<file path="config.mk">
export PLATFORM = sky130hd
export DESIGN_NAME = script_token_lexer
export DESIGN_NICKNAME = d
export VERILOG_FILES = /design/src/hdl/stl_pkg.sv /design/src/hdl/script_token_lexer.sv
export SDC_FILE = /design/constraint.sdc
export NUM_CORES = 1
export LEC_CHECK = 0
export CORE_ASPECT_RATIO = 0.8
export CORE_MARGIN = 5
export CORE_UTILIZATION = 30
export DETAILED_ROUTE_END_ITERATION = 16
export DONT_BUFFER_PORTS = 1
export PLACE_DENSITY = 0.54
export SLEW_MARGIN = 20
export SYNTH_ARGS = -nofsm -noshare
export SYNTH_HDL_FRONTEND = slang
export SYNTH_SLANG_ARGS = --single-unit
export TNS_END_PERCENT = 50
</file>
<file path="constraint.sdc">
create_clock -name aclk -period 8.5 [get_ports aclk]
set_input_delay 1.7 -clock aclk [delete_from_list [all_inputs] [get_ports aclk]]
set_output_delay 1.7 -clock aclk [all_outputs]
set_load 0.02 [all_outputs]
</file>
<file path="src/hdl/stl_pkg.sv">
// Shared types, character codes and character-class functions of the script token lexer.
`default_nettype none

package stl_pkg;

    // Lexer phases.
    typedef enum logic [2:0] {
        PH_IDLE,
        PH_NAME,
        PH_NUM,
        PH_HEX,
        PH_STR,
        PH_SLASH,
        PH_COMMENT
    } phase_t;

    // Token kinds as they appear on the result channel.
    typedef enum logic [2:0] {
        KIND_SPACE  = 3'd0,
        KIND_NAME   = 3'd1,
        KIND_NUM    = 3'd2,
        KIND_HEX    = 3'd3,
        KIND_STR    = 3'd4,
        KIND_SYM    = 3'd5,
        KIND_END    = 3'd6
    } kind_t;

    localparam logic [7:0] CH_NUL        = 8'h00;
    localparam logic [7:0] CH_LF         = 8'h0A;
    localparam logic [7:0] CH_SPACE      = 8'h20;
    localparam logic [7:0] CH_QUOTE      = 8'h22;
    localparam logic [7:0] CH_HASH       = 8'h23;
    localparam logic [7:0] CH_MINUS      = 8'h2D;
    localparam logic [7:0] CH_DOT        = 8'h2E;
    localparam logic [7:0] CH_SLASH      = 8'h2F;
    localparam logic [7:0] CH_UNDERSCORE = 8'h5F;

    // Depth of the result queue; one item can add two results.
    localparam int RES_DEPTH = 4;
    localparam int RES_PTR_W = 2;
    localparam int RES_CNT_W = 3;

    // Token state apart from the character count.
    typedef struct packed {
        phase_t      phase;
        logic [7:0]  held_char;
        logic        held_valid;
        logic        held_first;
        kind_t       kind;
        logic [31:0] acc;
    } tok_t;

    localparam tok_t TOK_CLEAR = '{
        phase:      PH_IDLE,
        held_char:  8'h00,
        held_valid: 1'b0,
        held_first: 1'b0,
        kind:       KIND_SPACE,
        acc:        32'h0
    };

    // One result item.
    typedef struct packed {
        kind_t       kind;
        logic [7:0]  ch;
        logic        cvalid;
        logic        first;
        logic        last;
        logic [31:0] hexv;
        logic [23:0] line;
        logic        run_last;
    } res_t;

    function automatic res_t make_res(kind_t kind, logic [7:0] ch, logic cvalid,
                                      logic first, logic last, logic [31:0] hexv);
        res_t r;
        r.kind     = kind;
        r.ch       = ch;
        r.cvalid   = cvalid;
        r.first    = first;
        r.last     = last;
        r.hexv     = hexv;
        r.line     = 24'h0;
        r.run_last = 1'b0;
        return r;
    endfunction

    function automatic logic is_ws(logic [7:0] b);
        return (b == CH_SPACE) || ((b >= 8'h09) && (b <= 8'h0D));
    endfunction

    function automatic logic is_alpha(logic [7:0] b);
        return ((b >= 8'h41) && (b <= 8'h5A)) || ((b >= 8'h61) && (b <= 8'h7A));
    endfunction

    function automatic logic is_digit(logic [7:0] b);
        return (b >= 8'h30) && (b <= 8'h39);
    endfunction

    function automatic logic is_hex(logic [7:0] b);
        return is_digit(b) || ((b >= 8'h41) && (b <= 8'h46)) ||
               ((b >= 8'h61) && (b <= 8'h66));
    endfunction

    // Nibble value of a hex digit; only meaningful when is_hex holds.
    function automatic logic [3:0] hex_nibble(logic [7:0] b);
        logic [7:0] v;
        if (is_digit(b)) begin
            v = b - 8'h30;
        end else if (b >= 8'h61) begin
            v = b - 8'h57;
        end else begin
            v = b - 8'h37;
        end
        return v[3:0];
    endfunction

    function automatic logic [7:0] to_upper(logic [7:0] b);
        return ((b >= 8'h61) && (b <= 8'h7A)) ? (b - 8'h20) : b;
    endfunction

endpackage

`default_nettype wire

</file>
<file path="src/hdl/script_token_lexer.sv">
// Top level of the script token lexer: byte classifier, token state and result queue.
`default_nettype none

// Usage:
// Source bytes enter on the s_ channel, one byte per transaction; s_tlast marks
// end of input, which flushes the pending token and yields an end token.
// Token characters leave on the m_ channel, one character per transaction,
// with the token kind and a character-valid flag on m_tuser and the last
// character of each token flagged by m_tlast.
// The user writes the layout mode register over the cfg_ channel only while idle; the block does not enforce it.
// Each byte is classified in the cycle it is accepted and its zero, one or two
// results are registered into a four-entry result queue, whose head drives m_.
// A byte is taken every cycle as long as the queue has room for two results,
// so the input rate is one byte per cycle while bytes produce at most one
// character each and the receiver takes every result; tokens that emit two
// results in one step are bounded by the single result port, one result per
// cycle. When the receiver stalls, the queue fills and s_tready drops until
// two entries are free again; nothing is lost.
// Reset (aresetn low at a clock edge) empties the queue, returns the lexer to
// idle, clears the line counter and selects skip mode.
module script_token_lexer
    import stl_pkg::*;
#(
    parameter int MAX_TOKEN_CHARS = 255
) (
    input  wire logic        aclk,
    input  wire logic        aresetn,
    // Configuration: layout_mode.
    input  wire logic        cfg_valid,
    output logic             cfg_ready,
    input  wire logic        cfg_data,
    // Source bytes.
    input  wire logic        s_tvalid,
    output logic             s_tready,
    input  wire logic [7:0]  s_tdata,   // [7:0] in_byte
    input  wire logic        s_tlast,   // end_of_input
    // Token characters.
    output logic             m_tvalid,
    input  wire logic        m_tready,
    output logic [71:0]      m_tdata,   // [7:0] out_char, [8] first_of_token,
                                        // [40:9] hex_value, [64:41] line_number,
                                        // [65] run_last, [71:66] zero
    output logic [3:0]       m_tuser,   // [2:0] token_kind, [3] char_valid
    output logic             m_tlast    // last_of_token
);

    localparam int CW = $clog2(MAX_TOKEN_CHARS + 1);
    localparam logic [CW-1:0] CNT_MAX = CW'(MAX_TOKEN_CHARS);

    // Configuration register.
    logic layout_reg;

    // Token state.
    tok_t          tok_reg, tok_next;
    logic [CW-1:0] count_reg, count_next;
    logic [23:0]   line_reg, line_next;

    // Result queue.
    res_t                 fifo_reg [RES_DEPTH];
    logic [RES_PTR_W-1:0] wr_ptr_reg, rd_ptr_reg;
    logic [RES_CNT_W-1:0] fifo_cnt_reg;

    logic       s_accept;
    logic       m_accept;
    res_t       res_a, res_b;
    res_t       wr_a, wr_b;
    logic [1:0] n_res;
    logic       take_en;
    logic [7:0] take_char;
    logic       start_en;
    res_t       fin_res;
    res_t       take_res;
    res_t       head;

    assign cfg_ready = 1'b1;
    assign s_tready  = (fifo_cnt_reg <= RES_CNT_W'(RES_DEPTH - 2));
    assign s_accept  = s_tvalid && s_tready;
    assign m_accept  = m_tvalid && m_tready;

    always_ff @(posedge aclk) begin
        if (!aresetn) begin
            layout_reg <= 1'b0;
        end else if (cfg_valid) begin
            layout_reg <= cfg_data;
        end
    end

    // Closing result of the current token and the result that a take pushes out.
    assign fin_res = make_res(tok_reg.kind,
                              tok_reg.held_valid ? tok_reg.held_char : CH_NUL,
                              tok_reg.held_valid,
                              tok_reg.held_valid ? tok_reg.held_first : 1'b1,
                              1'b1,
                              (tok_reg.kind == KIND_HEX) ? tok_reg.acc : 32'h0);
    assign take_res = make_res(tok_reg.kind, tok_reg.held_char, 1'b1,
                               tok_reg.held_first, 1'b0, 32'h0);

    // One lexer step per accepted byte. Results are collected in order into
    // res_a and res_b; the state update follows the token rules.
    always_comb begin
        tok_next   = tok_reg;
        count_next = count_reg;
        line_next  = line_reg;
        res_a      = '0;
        res_b      = '0;
        n_res      = 2'd0;
        take_en    = 1'b0;
        take_char  = s_tdata;
        start_en   = 1'b0;

        if (s_accept) begin
            if (s_tlast) begin
                unique case (tok_reg.phase)
                    PH_NAME, PH_NUM, PH_HEX, PH_STR: begin
                        res_a = fin_res;
                        n_res = 2'd1;
                    end
                    PH_SLASH: begin
                        res_a = make_res(KIND_SYM, CH_SLASH, 1'b1, 1'b1, 1'b1, 32'h0);
                        n_res = 2'd1;
                    end
                    default: begin
                    end
                endcase
                tok_next   = TOK_CLEAR;
                count_next = '0;
                if (n_res == 2'd0) begin
                    res_a = make_res(KIND_END, CH_NUL, 1'b0, 1'b1, 1'b1, 32'h0);
                end else begin
                    res_b = make_res(KIND_END, CH_NUL, 1'b0, 1'b1, 1'b1, 32'h0);
                end
                n_res = n_res + 2'd1;
            end else begin
                unique case (tok_reg.phase)
                    PH_NAME: begin
                        if (is_alpha(s_tdata) || is_digit(s_tdata) ||
                            (s_tdata == CH_UNDERSCORE)) begin
                            take_en   = 1'b1;
                            take_char = to_upper(s_tdata);
                        end else begin
                            res_a      = fin_res;
                            n_res      = 2'd1;
                            tok_next   = TOK_CLEAR;
                            count_next = '0;
                            start_en   = 1'b1;
                        end
                    end
                    PH_NUM: begin
                        if (is_digit(s_tdata) || (s_tdata == CH_DOT)) begin
                            take_en = 1'b1;
                        end else begin
                            res_a      = fin_res;
                            n_res      = 2'd1;
                            tok_next   = TOK_CLEAR;
                            count_next = '0;
                            start_en   = 1'b1;
                        end
                    end
                    PH_HEX: begin
                        if (is_hex(s_tdata)) begin
                            take_en = 1'b1;
                            if (count_reg < CNT_MAX) begin
                                tok_next.acc = {tok_reg.acc[27:0], hex_nibble(s_tdata)};
                            end
                        end else begin
                            res_a      = fin_res;
                            n_res      = 2'd1;
                            tok_next   = TOK_CLEAR;
                            count_next = '0;
                            start_en   = 1'b1;
                        end
                    end
                    PH_STR: begin
                        if ((s_tdata == CH_QUOTE) || (s_tdata < CH_SPACE)) begin
                            // Closing quote or a control byte ends the string.
                            if (layout_reg) begin
                                if (tok_reg.held_valid) begin
                                    res_a = take_res;
                                    res_b = make_res(KIND_STR, CH_QUOTE, 1'b1, 1'b0,
                                                     1'b1, 32'h0);
                                    n_res = 2'd2;
                                end else begin
                                    res_a = make_res(KIND_STR, CH_QUOTE, 1'b1, 1'b1,
                                                     1'b1, 32'h0);
                                    n_res = 2'd1;
                                end
                            end else begin
                                res_a = fin_res;
                                n_res = 2'd1;
                            end
                            tok_next   = TOK_CLEAR;
                            count_next = '0;
                        end else begin
                            take_en = 1'b1;
                        end
                    end
                    PH_SLASH: begin
                        if (s_tdata == CH_SLASH) begin
                            tok_next.phase = PH_COMMENT;
                        end else begin
                            res_a      = make_res(KIND_SYM, CH_SLASH, 1'b1, 1'b1, 1'b1,
                                                  32'h0);
                            n_res      = 2'd1;
                            tok_next   = TOK_CLEAR;
                            count_next = '0;
                            start_en   = 1'b1;
                        end
                    end
                    PH_COMMENT: begin
                        if (s_tdata == CH_LF) begin
                            if (!layout_reg) begin
                                line_next = line_reg + 24'd1;
                            end
                            tok_next.phase = PH_IDLE;
                        end
                    end
                    default: begin
                        tok_next   = TOK_CLEAR;
                        count_next = '0;
                        start_en   = 1'b1;
                    end
                endcase

                // Append a character to the open token unless the cap is reached;
                // the previously held character goes out.
                if (take_en && (count_reg < CNT_MAX)) begin
                    if (tok_reg.held_valid) begin
                        res_a = take_res;
                        n_res = 2'd1;
                    end
                    tok_next.held_first = !tok_reg.held_valid;
                    tok_next.held_char  = take_char;
                    tok_next.held_valid = 1'b1;
                    count_next          = count_reg + CW'(1);
                end

                // Start of a new token from a cleared state. A character taken
                // here is the first of a fresh token.
                if (start_en) begin
                    if (is_ws(s_tdata)) begin
                        if (layout_reg) begin
                            if (n_res == 2'd0) begin
                                res_a = make_res(KIND_SPACE, CH_SPACE, 1'b1, 1'b1, 1'b1,
                                                 32'h0);
                            end else begin
                                res_b = make_res(KIND_SPACE, CH_SPACE, 1'b1, 1'b1, 1'b1,
                                                 32'h0);
                            end
                            n_res = n_res + 2'd1;
                        end else if (s_tdata == CH_LF) begin
                            line_next = line_reg + 24'd1;
                        end
                    end else if (s_tdata == CH_SLASH) begin
                        tok_next.phase = PH_SLASH;
                    end else if (is_alpha(s_tdata) || (s_tdata == CH_UNDERSCORE)) begin
                        tok_next.phase      = PH_NAME;
                        tok_next.kind       = KIND_NAME;
                        tok_next.held_char  = to_upper(s_tdata);
                        tok_next.held_valid = 1'b1;
                        tok_next.held_first = 1'b1;
                        count_next          = CW'(1);
                    end else if (s_tdata == CH_HASH) begin
                        tok_next.phase = PH_HEX;
                        tok_next.kind  = KIND_HEX;
                        if (layout_reg) begin
                            tok_next.held_char  = CH_HASH;
                            tok_next.held_valid = 1'b1;
                            tok_next.held_first = 1'b1;
                            count_next          = CW'(1);
                        end
                    end else if (is_digit(s_tdata) || (s_tdata == CH_DOT) ||
                                 (s_tdata == CH_MINUS)) begin
                        tok_next.phase      = PH_NUM;
                        tok_next.kind       = KIND_NUM;
                        tok_next.held_char  = s_tdata;
                        tok_next.held_valid = 1'b1;
                        tok_next.held_first = 1'b1;
                        count_next          = CW'(1);
                    end else if (s_tdata == CH_QUOTE) begin
                        tok_next.phase = PH_STR;
                        tok_next.kind  = KIND_STR;
                        if (layout_reg) begin
                            tok_next.held_char  = CH_QUOTE;
                            tok_next.held_valid = 1'b1;
                            tok_next.held_first = 1'b1;
                            count_next          = CW'(1);
                        end
                    end else begin
                        if (n_res == 2'd0) begin
                            res_a = make_res(KIND_SYM, s_tdata, 1'b1, 1'b1, 1'b1, 32'h0);
                        end else begin
                            res_b = make_res(KIND_SYM, s_tdata, 1'b1, 1'b1, 1'b1, 32'h0);
                        end
                        n_res = n_res + 2'd1;
                    end
                end
            end
        end
    end

    // Line number after this byte and the run-last mark go onto every result.
    always_comb begin
        wr_a          = res_a;
        wr_b          = res_b;
        wr_a.line     = line_next;
        wr_b.line     = line_next;
        wr_a.run_last = (n_res == 2'd1);
        wr_b.run_last = 1'b1;
    end

    always_ff @(posedge aclk) begin
        if (!aresetn) begin
            tok_reg   <= TOK_CLEAR;
            count_reg <= '0;
            line_reg  <= 24'h0;
        end else begin
            tok_reg   <= tok_next;
            count_reg <= count_next;
            line_reg  <= line_next;
        end
    end

    // Result queue: up to two writes and one read per cycle.
    always_ff @(posedge aclk) begin
        if (n_res != 2'd0) begin
            fifo_reg[wr_ptr_reg] <= wr_a;
        end
        if (n_res == 2'd2) begin
            fifo_reg[wr_ptr_reg + RES_PTR_W'(1)] <= wr_b;
        end
    end

    always_ff @(posedge aclk) begin
        if (!aresetn) begin
            wr_ptr_reg   <= '0;
            rd_ptr_reg   <= '0;
            fifo_cnt_reg <= '0;
        end else begin
            wr_ptr_reg   <= wr_ptr_reg + RES_PTR_W'(n_res);
            rd_ptr_reg   <= rd_ptr_reg + RES_PTR_W'(m_accept);
            fifo_cnt_reg <= fifo_cnt_reg + RES_CNT_W'(n_res) - RES_CNT_W'(m_accept);
        end
    end

    assign head     = fifo_reg[rd_ptr_reg];
    assign m_tvalid = (fifo_cnt_reg != '0);
    assign m_tdata  = {6'd0, head.run_last, head.line, head.hexv, head.first, head.ch};
    assign m_tuser  = {head.cvalid, head.kind};
    assign m_tlast  = head.last;

`ifndef SYNTHESIS
    // The queue never holds more results than it has entries.
    assert property (@(posedge aclk) disable iff (!aresetn)
        fifo_cnt_reg <= RES_CNT_W'(RES_DEPTH))
        else $error("result queue overflow");

    // A held first-character mark only exists with a held character.
    assert property (@(posedge aclk) disable iff (!aresetn)
        tok_reg.held_first |-> tok_reg.held_valid)
        else $error("held_first without held character");

    // The kept character count never passes the cap.
    assert property (@(posedge aclk) disable iff (!aresetn)
        count_reg <= CNT_MAX)
        else $error("token character count above cap");

    // End of input leaves the lexer idle with nothing held.
    assert property (@(posedge aclk) disable iff (!aresetn)
        (s_accept && s_tlast) |=> (tok_reg.phase == PH_IDLE) && !tok_reg.held_valid)
        else $error("lexer not idle after end of input");
`endif

endmodule

`default_nettype wire

</file>
Yosys cells after proc, flatten, opt, wreduce, memory -nomap -nowiden. Memory sizes are Yosys's and may differ from the RTL's. A register that Yosys moved wholly into a read port is not among the register bits. Cells that the tools add are included.

Mux-type cells: 141. Reductions and logical operators: 28. $add $sub $neg: 13. Magnitude comparators: 13. Equal/unequal tests: 23.

Operator list (number): $mux W71 (39); $pmux W71 S5 (1); $pmux W45 S6 (1); $mux W24 (9); $mux W48 (4); $mux W8 (19); $pmux W71 S2 (1); $mux W16 (7); $mux W32 (3); $eq A8 B6 Y1 const B (6); $pmux W8 S6 (1); $mux W45 (1); $mux W2 (20); $le A8 B7 Y1 const B (4); $mux W10 (3); $add A24 B1 Y24 const B (1); $mux W1 (22); $pmux W3 S6 (1); $ge A8 B7 Y1 const B (2); $mux W13 (1); $ne A3 B3 Y1 const B (4); $logic_or A1 B1 Y1 (10); $pmux W2 S5 (1); $eq A3 B2 Y1 const B (3); other kinds (37) (54).

Memories: 1. Word-level logic and storage cells: 231. Flip-flop bits (word level): 88. RAM bits: 284.

Memories: fifo_reg (depth 4, bits a word 71, read ports 1, clocked after memory_dff 1, wr ports 2, line script_token_lexer.sv:59) `res_t fifo_reg [RES_DEPTH];`.

Longest topological paths before layout.
Word-level depth: 26. Depth in mapped cells: 22.

Worst setup path after synthesis. No wires, ideal clock.

Kind: input to register. From: input port s_tdata[1]. To: memory fifo_reg[0][10] (netlist name) (enable). Arrival time: 6.172 ns. Slack: 1.935 ns. Library setup time: 0.393 ns. Cell stages on the path: 21. Path through: clkbuf_1 > inv_1 > ha_1 > or4b_4 > a41oi_2 > o221ai_1 > a211o_1 > and3_1 > buf_2 > o211ai_2 > inv_1 > ha_1 > nand3_1 > o21ai_1 > a21o_1 > buf_2 > o211ai_1 > and2_4 > buf_6 > buf_6 > inv_1.

RTL lines: start: declaration (line script_token_lexer.sv:35) `input wire logic [7:0] s_tdata,`; end: declaration (line script_token_lexer.sv:59).

==> qor_table.md <==
| Metric | Value | Unit |
|:---|:---|:---|
| Outcome | completed | - |
| Cells traversed along the worst timing path | inv_1, ha_1, or4b_4, a41oi_2, o221ai_1, a211o_1, and3_1, o211ai_2, inv_1, ha_1, nand3_1, o21ai_1, a21oi_1, a21o_4, and2_4, buf_4, nor2_1 | - |
| Fraction of synthesized area in multiplexers | 9.61 | % |
| Clock Path Buffers | 3 | - |
| Cell with the most instances after synthesis | sky130_fd_sc_hd__dfxtp_1 | - |
| Top routing layer in use | met4 | - |
| Number of endpoints failing setup at the final stage | 0 | - |
| Area fraction in compound gates after synthesis | 17.9 | % |
| Met2 WL | 21.5 | mm |
| Final worst clock skew | 0.0243 | ns |
| Rel. slew slack | 30.3 | % |
| Worst Setup Path Type | in2reg | - |
| Endpoint of the lowest-slack register-to-register path | fifo_reg[2][17] | - |
| Hold_buf cts | 0 | - |
| Met3 wire len | 4.06 | mm |
| Hold path startpoint | tok_reg[31] | - |
| Combinational cell fraction of total power | 19.2 | % |
| # Max-Cap Violations | 0 | - |
| Remaining antenna violation count after routing | 0 | - |
| Critical Path Sink Type | flip-flop | - |
| Vias per cell | 5.39 | - |
| Peak clock frequency supported by timing | 156 | MHz |
| CP Launch Point | s_tdata[1] | - |
| Power Density | 243 | nW/um2 |
| Count of boundary I/O pins | 95 | - |
| Register-to-Register Path Depth | 16 | - |
| Starting utilization of the core area | 30.3 | % |
| Dominant combinational cell family by area after synthesis | compound AO/OA/AOI/OAI gates | - |
| Post-CTS repair timing setup buffer count | 0 | - |
| Layout cells sized above 1 | 13.1 | % |
| Synthesized-area fraction occupied by and/or/nand/nor cells | 12.7 | % |
| First-pass GRT wire length | 76.6 | mm |
| Clock buffers created by TritonCTS | 40 | - |
| Max FFs per register | 284 | - |
| Clock tree sinks | 372 | - |
| XOR/XNOR share of the synthesized area | 1.83 | % |
| DR WL/cell | 21.7 | um |
| Cell type with the largest total area after synthesis | sky130_fd_sc_hd__edfxtp_1 | - |
| Gate count of the mapped netlist | 1,532 | - |
| Horizontal die dimension | 277 | um |
| Share of synthesized cell area in full adder, half adder and majority cells | 1.28 | % |
| Final Hold Violating Endpoints | 0 | - |
| Final nets | 1,517 | - |
| Die outline area | 62,100 | um2 |
| GRT Overall Usage | 15.5 | % |
| Metal1 wirelength | 23.0 | mm |
| Placer congestion estimate | 0.869 | - |
| Clock slew seen by the registers of the worst setup and hold paths | 0.06 | ns |
| Cell with the largest stage delay on the worst path | sky130_fd_sc_hd__a21oi_1 | - |
| Critical Path Stages | 17 | - |
| Vias in the first global route | 12,200 | - |
| Maximum fanout along the worst path | 41 | - |
| Power Internal | 3.22 | mW |
| Layout area overhead | 10.9 | % |
| Unrepaired setup endpoints after global routing | no | - |
| Number of unique standard cell types used by synthesis | 90 | - |
| Data arrival time of the critical path | 6.67 | ns |
| Std-Cell Rows | 78 | - |
| Remaining Overflow, GRT | 0 | - |
| Synthesis warning total | 0 | - |
| H-tree depth | 2 | - |
| Switching part of the total power | 30.5 | % |
| Family with the most delay on the worst path | compound AO/OA/AOI/OAI gates | - |
| Die Span Y | 224 | um |
| Drt total wl | 49.4 | mm |
| Leading cell types by total area after synthesis | sky130_fd_sc_hd__edfxtp_1 (27%), sky130_fd_sc_hd__dfxtp_1 (26%), sky130_fd_sc_hd__mux4_2 (9.3%), sky130_fd_sc_hd__o2bb2ai_1 (7.8%), sky130_fd_sc_hd__nor2_1 (3.9%) | - |
| Pre-antenna DRT Iters | 7 | - |
| Starting DRC count in detailed routing | 1,338 | - |
| PnR Total Power | 4.63 | mW |
| Worst min-delay path class | reg2reg | - |
| Register bit total from synthesis | 372 | - |
| Required time of the critical path | 8.78 | ns |
| Clock latency of the later-clocked register in the worst-skew pair | 0.56 | ns |
| Clock Tree Root | sky130_fd_sc_hd__clkbuf_16 | - |
| CP max stage delay | 0.62 | ns |
| Proportion of synthesized chip area in sequential cells | 52.2 | % |
| Fraction of registers with async set/reset | 0 | % |
| Tightest Pin Transition | 1.04 | ns |
| Buf/Inv on CP | 3 | - |
| Commonest cells in the netlist | sky130_fd_sc_hd__dfxtp_1 (220), sky130_fd_sc_hd__nor2_1 (180), sky130_fd_sc_hd__edfxtp_1 (152), sky130_fd_sc_hd__o2bb2ai_1 (152), sky130_fd_sc_hd__nand2_1 (144) | - |
| Cell area after synthesis | 17,200 | um2 |
| Sequential group share of total power | 43.3 | % |
| Number of buffer cells added on primary ports | 0 | - |
| Number of antenna violations at the first check in global routing | 0 | - |
| EDFF count, synth | 152 | - |
| Shortest clock period the worst path allows after layout | 6.39 | ns |
| Worst setup path endpoint | fifo_reg[2][17] | - |
| Number of cells upsized or downsized after cts | 0 | - |
| Fraction of post-synthesis cell area in the top cell type by area | 26.6 | % |
| Overall via count from detail_route | 12,300 | - |
| Average cell area after synthesis | 11.2 | um2 |
| Largest net degree at the start of global routing | 78 | - |
| Final total negative setup slack | 0 | ns |
| Worst-case register-to-register setup slack | 3.28 | ns |
| N_diodes | 0 | - |
| Type of origin of the critical path | primary input | - |
| Standby leakage power | 5.97 | nW |
| Max Transition Viols Final | 0 | - |
| HPWL after detailed placement | 32.2 | mm |
| Core Footprint | 56,700 | um2 |
| Total net switching power | 1.41 | mW |
| Final critical-path share of the clock period | 75.2 | % |
| Number of remaining DRC errors | 0 | - |
| Worst VDD drop | 0.000144 | V |
| TritonCTS clock tree | yes | - |
| Origin of the critical flop-to-flop path | tok_reg[45] | - |
| Clock network fraction of total power | 37.4 | % |
| Most used flip-flop cell after synthesis | sky130_fd_sc_hd__dfxtp_1 | - |
==> final cells by class <==
type                    instances  area (um2)
repair buffers                 28         210
inverters                      33         124
multi-input cells            1010        7480
fillers                      5671       37700
flip-flops and latches        372        8980
clock inverters                15         158
clock buffers                  58        1130
well taps                     760         951
==> how the worst min path moves through the flow <==
stage,to,slack [ns],depth (start not counted)
global placement,fifo_reg[1][26],0.44,1
CTS,tok_reg[28],0.46,2
global route,fifo_reg[3][53],0.47,1
finish,tok_reg[31],0.45,2
detailed placement,fifo_reg[3][36],0.44,1
floorplan,fifo_reg[1][25],0.43,1
==> cells by family after synthesis <==
logic type | after synthesis
buffers and inverters | 155
AND/OR/NAND/NOR | 478
XOR/XNOR | 35
adder cells (fa/ha/maj) | 17
other | 2
multiplexers | 76
AO/OA/AOI/OAI | 397
flip-flops | 372
==> metal layers <==
| metal | global-route usage [%] | vias to the layer above |
|---|---|---|
| met5 | 0 | - |
| met3 | 3.91 | 60 |
| met4 | 3.13 | 0 |
| li1 | - | 5665 |
| met1 | 22.7 | 6144 |
| met2 | 23.4 | 388 |
==> worst register-to-register path, delay by kind of cell, from the launching register on <==
kind,cells,cell delay [ns]
simple gates,5,1.17
compound gates,6,1.98
buf+inv,4,1.05
fa+ha+maj,1,0.29
flops,1,0.45
==> power by group through the flow <==
stage | sequential (mW) | clock, mW | combinational, mW
final | 2.01 | 1.73 | 0.891
after global routing | 2.02 | 1.85 | 0.951
after CTS | 2.01 | 1.78 | 0.907
after detailed placement | 2.05 | 0 | 0.905
after global placement | 2.05 | 0 | 0.903
after floorplan | 1.99 | 0 | 0.719
==> cell usage in the layout (no fill, tap or decap), drive strengths merged, types with 35 or more instances in the layout <==
cell       n
dfxtp    220
nor2     180
o2bb2ai  152
edfxtp   152
nand2    144
a21oi     74
mux4      71
clkbuf    58
nand3     53
o21ai     37
inv       35
==> through the flow <==
| step | cells | area [um2] | hold WS, ns | worst slack (ns) | utilization [%] |
|---|---|---|---|---|---|
| 2_1_floorplan | 1537 | 17200 | 0.427 | 1.94 | - |
| 3_3_place_gp | 2203 | 17700 | 0.439 | 1.66 | 31.3 |
| 3_5_place_dp | 2203 | 17700 | 0.441 | 1.59 | 31.3 |
| 4_1_cts | 2276 | 19000 | 0.457 | 2.15 | 33.5 |
| 5_1_grt | 2276 | 19000 | 0.470 | 1.80 | 33.6 |
| 6_report | 2276 | 19000 | 0.452 | 2.11 | 33.6 |
(Power assumes the default switching activity.)
